$ cat src/design/sbde_pkg.sv
// Package for the signed BCD display encoder.
// Holds the segment patterns, the placement command codes and the
// controller/datapath interface structs. No dependencies.
package sbde_pkg;

  localparam int MagW    = 16;              // magnitude width, covers 32768
  localparam int Digits  = 5;               // BCD digits of the full conversion
  localparam int BcdW    = 4 * Digits;
  localparam int CntW    = $clog2(MagW);
  localparam int WordW   = 32;

  localparam logic [WordW-1:0] DASH_PATTERN = 32'h0200_0000;
  localparam logic [WordW-1:0] ZERO_PATTERN = 32'hfc00_0000;
  localparam logic [MagW-1:0]  CLAMP_LIMIT  = 16'd999;

  // Placement commands; code 3 behaves like CMD_HIGH.
  localparam logic [1:0] CMD_FULL = 2'd0;
  localparam logic [1:0] CMD_LOW  = 2'd1;
  localparam logic [1:0] CMD_HIGH = 2'd2;

  typedef struct packed {
    logic load;    // capture inputs and start a conversion
    logic shift;   // one double-dabble step
  } sbde_ctrl_t;

  typedef struct packed {
    logic last;    // current step is the final one
  } sbde_stat_t;

endpackage

$ cat src/design/sbde_datapath.sv
// Datapath of the signed BCD display encoder: sign handling, clamp and
// a bit-serial double-dabble converter with output placement.
// Depends on sbde_pkg.
module sbde_datapath
  import sbde_pkg::*;
(
  input  logic                  clk,
  input  logic [1:0]            cmd,
  input  logic signed [MagW-1:0] value,
  input  sbde_ctrl_t            ctl,
  output sbde_stat_t            sts,
  output logic [WordW-1:0]      sign_pattern,
  output logic                  sign_to_low,
  output logic [WordW-1:0]      bcd_word
);

  logic [1:0]      cmd_q;
  logic            neg;
  logic [MagW-1:0] bin;
  logic [BcdW-1:0] bcd;
  logic [CntW-1:0] cnt;

  logic [MagW-1:0] mag;
  logic [MagW-1:0] mag_clamped;
  logic [BcdW-1:0] adj;

  // Magnitude of the two's complement input; -32768 maps to 0x8000.
  always_comb begin
    mag = value[MagW-1] ? (~value + 1'b1) : value;
    if (cmd != CMD_FULL && mag > CLAMP_LIMIT) begin
      mag_clamped = CLAMP_LIMIT;
    end else begin
      mag_clamped = mag;
    end
  end

  // Add-3 correction on every digit of 5 or more
  always_comb begin
    for (int k = 0; k < Digits; k++) begin
      if (bcd[4*k +: 4] >= 4'd5) begin
        adj[4*k +: 4] = bcd[4*k +: 4] + 4'd3;
      end else begin
        adj[4*k +: 4] = bcd[4*k +: 4];
      end
    end
  end

  always_ff @(posedge clk) begin
    if (ctl.load) begin
      cmd_q <= cmd;
      neg   <= value[MagW-1];
      bin   <= mag_clamped;
      bcd   <= '0;
      cnt   <= '0;
    end else if (ctl.shift) begin
      bcd   <= {adj[BcdW-2:0], bin[MagW-1]};
      bin   <= {bin[MagW-2:0], 1'b0};
      cnt   <= cnt + 1'b1;
    end
  end

  assign sts.last = (cnt == CntW'(MagW - 1));

  assign sign_pattern = neg ? DASH_PATTERN : ZERO_PATTERN;
  assign sign_to_low  = (cmd_q == CMD_LOW);

  // Clamped values fit in three digits; upper digits are zero then.
  always_comb begin
    case (cmd_q)
      CMD_FULL: bcd_word = {{(WordW-BcdW){1'b0}}, bcd};
      CMD_LOW:  bcd_word = {20'd0, bcd[11:0]};
      default:  bcd_word = {4'd0, bcd[11:0], 16'd0};
    endcase
  end

endmodule

$ cat src/design/sbde_ctrl.sv
// Controller of the signed BCD display encoder: one-hot state machine
// sequencing load, sixteen conversion steps and the result strobe.
// Depends on sbde_pkg.
module sbde_ctrl
  import sbde_pkg::*;
(
  input  logic       clk,
  input  logic       rst,
  input  logic       start,
  input  sbde_stat_t sts,
  output sbde_ctrl_t ctl,
  output logic       busy,
  output logic       done
);

  typedef enum logic [2:0] {
    S_IDLE = 3'b001,
    S_CONV = 3'b010,
    S_DONE = 3'b100
  } state_t;

  state_t state, state_next;

  always_comb begin
    state_next = state;
    case (state)
      S_IDLE:  if (start) state_next = S_CONV;
      S_CONV:  if (sts.last) state_next = S_DONE;
      S_DONE:  state_next = S_IDLE;
      default: state_next = S_IDLE;
    endcase
  end

  always_ff @(posedge clk) begin
    if (rst) begin
      state <= S_IDLE;
    end else begin
      state <= state_next;
    end
  end

  assign busy      = (state != S_IDLE);
  assign done      = (state == S_DONE);
  assign ctl.load  = (state == S_IDLE) && start;
  assign ctl.shift = (state == S_CONV);

`ifndef SYNTHESIS
  // A strobe only follows the final conversion step
  a_done_after_last: assert property (@(posedge clk) disable iff (rst)
    done |-> $past(ctl.shift && sts.last))
    else $error("result strobe without finished conversion");

  // An accepted transaction keeps the block busy next cycle
  a_accept_busy: assert property (@(posedge clk) disable iff (rst)
    (start && !busy) |=> (busy && !done))
    else $error("accepted transaction did not start conversion");

  // Strobe lasts one cycle and frees the block
  a_done_single: assert property (@(posedge clk) disable iff (rst)
    done |=> (!done && !busy))
    else $error("result strobe held or block stuck busy");
`endif

endmodule

$ cat src/design/signed_bcd_display_encoder.sv
// Top level of the signed BCD display encoder.
// Instantiates sbde_ctrl and sbde_datapath; depends on sbde_pkg.
//
//  channel   handshake          payload
//  --------  -----------------  -----------------------------------------
//  request   start / busy       cmd[1:0], value[15:0] (signed)
//  result    done (1-cycle)     sign_pattern[31:0], sign_to_low, bcd_word[31:0]
//
//  A transaction is accepted at an edge with start high and busy low.
//  Conversion is a bit-serial double dabble, one magnitude bit per cycle:
//  done rises after the final conversion step and lasts one cycle. No new
//  transaction is taken while busy; the next one can be taken in the cycle after
//  the strobe. The 16-bit magnitude width of the shift loop sets the step count.
//  Result ports are valid only while done is high; the receiver cannot stall.
//  rst (synchronous) returns the controller to idle; datapath has no reset.
module signed_bcd_display_encoder
  import sbde_pkg::*;
(
  input  logic                    clk,
  input  logic                    rst,
  input  logic                    start,
  output logic                    busy,
  input  logic [1:0]              cmd,
  input  logic signed [MagW-1:0]  value,
  output logic                    done,
  output logic [WordW-1:0]        sign_pattern,
  output logic                    sign_to_low,
  output logic [WordW-1:0]        bcd_word
);

  sbde_ctrl_t ctl;   // controller commands
  sbde_stat_t sts;   // datapath status

  // Sequencer: idle -> convert (16 steps) -> strobe result
  sbde_ctrl u_ctrl (
    .clk   (clk),
    .rst   (rst),
    .start (start),
    .sts   (sts),
    .ctl   (ctl),
    .busy  (busy),
    .done  (done)
  );

  // Sign, clamp, converter and placement; result registers hold until next load
  sbde_datapath u_dp (
    .clk          (clk),
    .cmd          (cmd),
    .value        (value),
    .ctl          (ctl),
    .sts          (sts),
    .sign_pattern (sign_pattern),
    .sign_to_low  (sign_to_low),
    .bcd_word     (bcd_word)
  );

endmodule

$ cat config.mk
export PLATFORM = sky130hd
export DESIGN_NAME = signed_bcd_display_encoder
export DESIGN_NICKNAME = d
export VERILOG_FILES = /design/src/design/sbde_pkg.sv /design/src/design/sbde_datapath.sv /design/src/design/sbde_ctrl.sv /design/src/design/signed_bcd_display_encoder.sv
export SDC_FILE = /design/constraint.sdc
export NUM_CORES = 1
export LEC_CHECK = 0
export BUFFER_PORTS_ARGS = -buffer_cell sky130_fd_sc_hd__buf_2
export CAP_MARGIN = 10
export CORE_MARGIN = 2
export CORE_UTILIZATION = 48
export DETAILED_ROUTE_END_ITERATION = 16
export PLACE_DENSITY = 0.77
export SYNTH_ARGS = -nofsm -noshare
export SYNTH_HDL_FRONTEND = slang
export SYNTH_SLANG_ARGS = --single-unit
$ cat constraint.sdc
create_clock -name clk -period 2.3 [get_ports clk]
set_input_delay 0.46 -clock clk [delete_from_list [all_inputs] [get_ports clk]]
set_output_delay 0.46 -clock clk [all_outputs]
set_load 0.05 [all_outputs]
==> flow_summary.toml <==
[timing]
maxSlewViolCount = 0
max_slew_headroom = 0.566
hold_viol = 0
setup-tns-final_ps = 0
fmaxAchievable_ghz = 0.441
finalSetupViolCount = 0
worst_clock_skew_ps = 4.55
worst-slew-pin-transition_ps = 649
final.period_utilization = 0.986
timing.final.crit_period_ps = 2270
grt_setup_unrepaired = "yes"

[floorplanning]
ios = 88
die_area_um2 = 7330
starting_density_of_the_core = 0.501
die_h_um = 85.6
floorplan.core_area_um2 = 6390
die-width_um = 85.6
placementRows = 29

[synthesis]
synth.ff_latch_count = 46
yosysTopAreaCellShare = 0.178
post_synth_instance_area_um2 = 3200
synth-edff-count = 19
yosysUniqueCellTypes = 54
post_synth.cell_area_avg_um2 = 8.24
yosysWarnings = 0
synth_cells = 388
synth.cells.most_frequent = "sky130_fd_sc_hd__buf_4 (35), sky130_fd_sc_hd__nand2_1 (35), sky130_fd_sc_hd__nor2_1 (35), sky130_fd_sc_hd__o21ai_0 (30)"
synth.largest_area_cell = "sky130_fd_sc_hd__edfxtp_1"
yosysSeqAreaShare = 0.348
synth.top_cells.by_area = "sky130_fd_sc_hd__edfxtp_1 (18%), sky130_fd_sc_hd__dfxtp_1 (17%), sky130_fd_sc_hd__buf_4 (8.2%)"
synth_async_sr_flop_share = 0
synth_top_flop_cell = "sky130_fd_sc_hd__dfxtp_1"

[place]
place.gp.congestion = 0.907
io_buffer_count = 58
placed_cell_area_um2 = 3630
dpl.hpwl_mm = 4.94

[critical_path]
worst_path_buf_inv = 1
timing_worst_setup_path_type = "in -> reg"
timing.critical_path.slowest_stage_cell = "sky130_fd_sc_hd__or4_4"
timing.critical_path.cells = "buf_6 > or4_4 > o41ai_4 > xor2_1 > nand4_2 > o21ai_4 > a31oi_1"
critical_path_required_ps = 2330
timing.critical_path.from_type = "input pin"
timing.critical_path.max_delay_family = "simple AND/OR/NAND/NOR gates"
setup.worst_path.end_class = "flop"
cp_slowest_stage_delay_ps = 570
worst-endpoint-arrival_ps = 2300
crit_path_max_fanout = 8

[grt]
gr-total-overflow = 0
grt.total_usage = 0.182
antenna_found_initial = 0
grt_pass1_vias = 2474
grt_pass1_wl_mm = 11.1
grt_start_max_net_pins = 32

[clock_tree]
tritoncts_clock_tree = "yes"
deepest_clock_path_buffer_count = 2
cts.root.buffer_cell = "sky130_fd_sc_hd__clkbuf_8"
clock_slew_at_reported_path_ffs_ps = 80
ctsHtreeMaxLevel = 2
cts_buffers = 5
clk-insertion-delay-late_ps = 300
tritoncts_num_sinks = 46

[detailed_routing]
drt_pass1_iterations = 4
num_vias = 2893
ant_nets = 0
detail_route.drc_violations = 0
avg_wl_per_cell_um = 12.4
first_iter_violations = 118
post_drt_via_cell_ratio = 5.33
drt-total-wl_mm = 6.71

[run]
max-cap-violations = 0

[layout]
final_cell_area_um2 = 3810
nets = 498
flow.area_growth_from_synthesis_pct = 19.1
post_route_cells_drive_above_1_share = 0.258
n_antenna_cell = 0

[pwr]
leakage_nw = 1.66
irDropWorstVdd_uv = 374
power_density_nw_per_um2 = 517

[min_path]
holdCritPathClass = "in -> reg"

[status]
status = "complete, no violations"
## power by group
group	switching [mW]	total (mW)	internal, mW	leakage (nW)
logic	0.311	0.443	0.132	1.21
clock network	0.278	0.602	0.324	0.0514
registers	0.0227	0.923	0.900	0.399
## flip-flops by register name, indices dropped and copies added, names as in the netlist
name / flops
u_ctrl.state: 3
u_dp.bcd: 20
u_dp.bin: 16
u_dp.cmd_q: 2
u_dp.cnt: 4
u_dp.neg: 1
## layer usage
metal,vias up,track usage,wire length [um],part of all wire
li1,1454,-,-,-
met3,7,0.0298,391,0.058
met5,-,0,0,0
met4,0,0.0418,69,0.010
met2,95,0.313,3290,0.49
met1,1337,0.240,2960,0.44
## cell families (layout without fill, tap and decap cells)
family                     after synthesis  count (layout)  synth area share
and+or+nand+nor                        150             150             0.249
AOI/OAI and AO/OA                       91              91             0.182
buffers and inverters                   71             121             0.127
muxes                                    1               1           0.00313
DFF                                     46              46             0.348
other                                    1              29           0.00117
xor gates and xnor gates                16              16            0.0438
adders and majority gates               12              12            0.0470
## worst paths after layout
path                                      start  slack (ps)  depth (start not counted)              end
worst max-delay path                   value[9]          30                          7      u_dp.bin[6]
worst min register to register     u_dp.bcd[17]         480                          2     u_dp.bcd[17]
worst min-delay path                        rst         340                          2  u_ctrl.state[1]
worst max register to register  u_ctrl.state[1]         710                          5      u_dp.cnt[1]
## metrics by stage
stage               power, mW  cells  setup slack, ps  utilization  hold WS, ps
floorplan                1.30    416            -66.4            -          445
global placement         1.36    532             -278        0.568          459
detailed placement       1.37    532             -360        0.568          464
CTS                      1.97    540             4.92        0.589          336
global route             2.06    543            -88.2        0.596          349
finish                   1.97    543             32.1        0.596          342
## worst reg2reg max path, stage by stage, from the launching register on
cell and delay (ps):
sky130_fd_sc_hd__dfxtp_1 340, sky130_fd_sc_hd__nor2_1 150, sky130_fd_sc_hd__nand3_1 130, sky130_fd_sc_hd__inv_1 400, sky130_fd_sc_hd__buf_4 330, sky130_fd_sc_hd__o21ai_0 120
## cells in the final DEF (no fill, tap or decap), types with 4 or more instances in the layout
cell                       count
sky130_fd_sc_hd__nor3b_1       4
sky130_fd_sc_hd__and2_1       11
sky130_fd_sc_hd__o21ai_0      30
sky130_fd_sc_hd__inv_1        15
sky130_fd_sc_hd__nand2_1      35
sky130_fd_sc_hd__dfxtp_1      27
sky130_fd_sc_hd__clkbuf_8      5
sky130_fd_sc_hd__nor3_1        5
sky130_fd_sc_hd__buf_4        37
sky130_fd_sc_hd__a21oi_1      27
sky130_fd_sc_hd__nor2b_1      12
sky130_fd_sc_hd__conb_1       29
sky130_fd_sc_hd__a31oi_1       6
sky130_fd_sc_hd__a311oi_1      4
sky130_fd_sc_hd__nand2b_1     12
sky130_fd_sc_hd__nor2_1       35
sky130_fd_sc_hd__xnor2_1       8
sky130_fd_sc_hd__edfxtp_1     19
sky130_fd_sc_hd__ha_1         11
sky130_fd_sc_hd__nor4_1        5
sky130_fd_sc_hd__buf_2        56
sky130_fd_sc_hd__nand3_1      14
sky130_fd_sc_hd__xor2_1        8
## timing repair
item | CTS | global route
buffers inserted | 0 | 3
hold buffers | 0 | 0
setup endpoints to repair | 6 | 16
gates resized for setup | 5 | 3
pin swaps | 4 | 8
## layout make-up
type | count | area [um2]
inverter | 17 | 63.8
multi-input combinational | 299 | 1830
timing repair buffer | 96 | 592
tap | 77 | 96.3
sequential | 46 | 1110
fill | 567 | 2580
clock inverter | 2 | 37.5
clock buffer | 6 | 72.6
No activity file was read; power rests on OpenSTA's default activity.
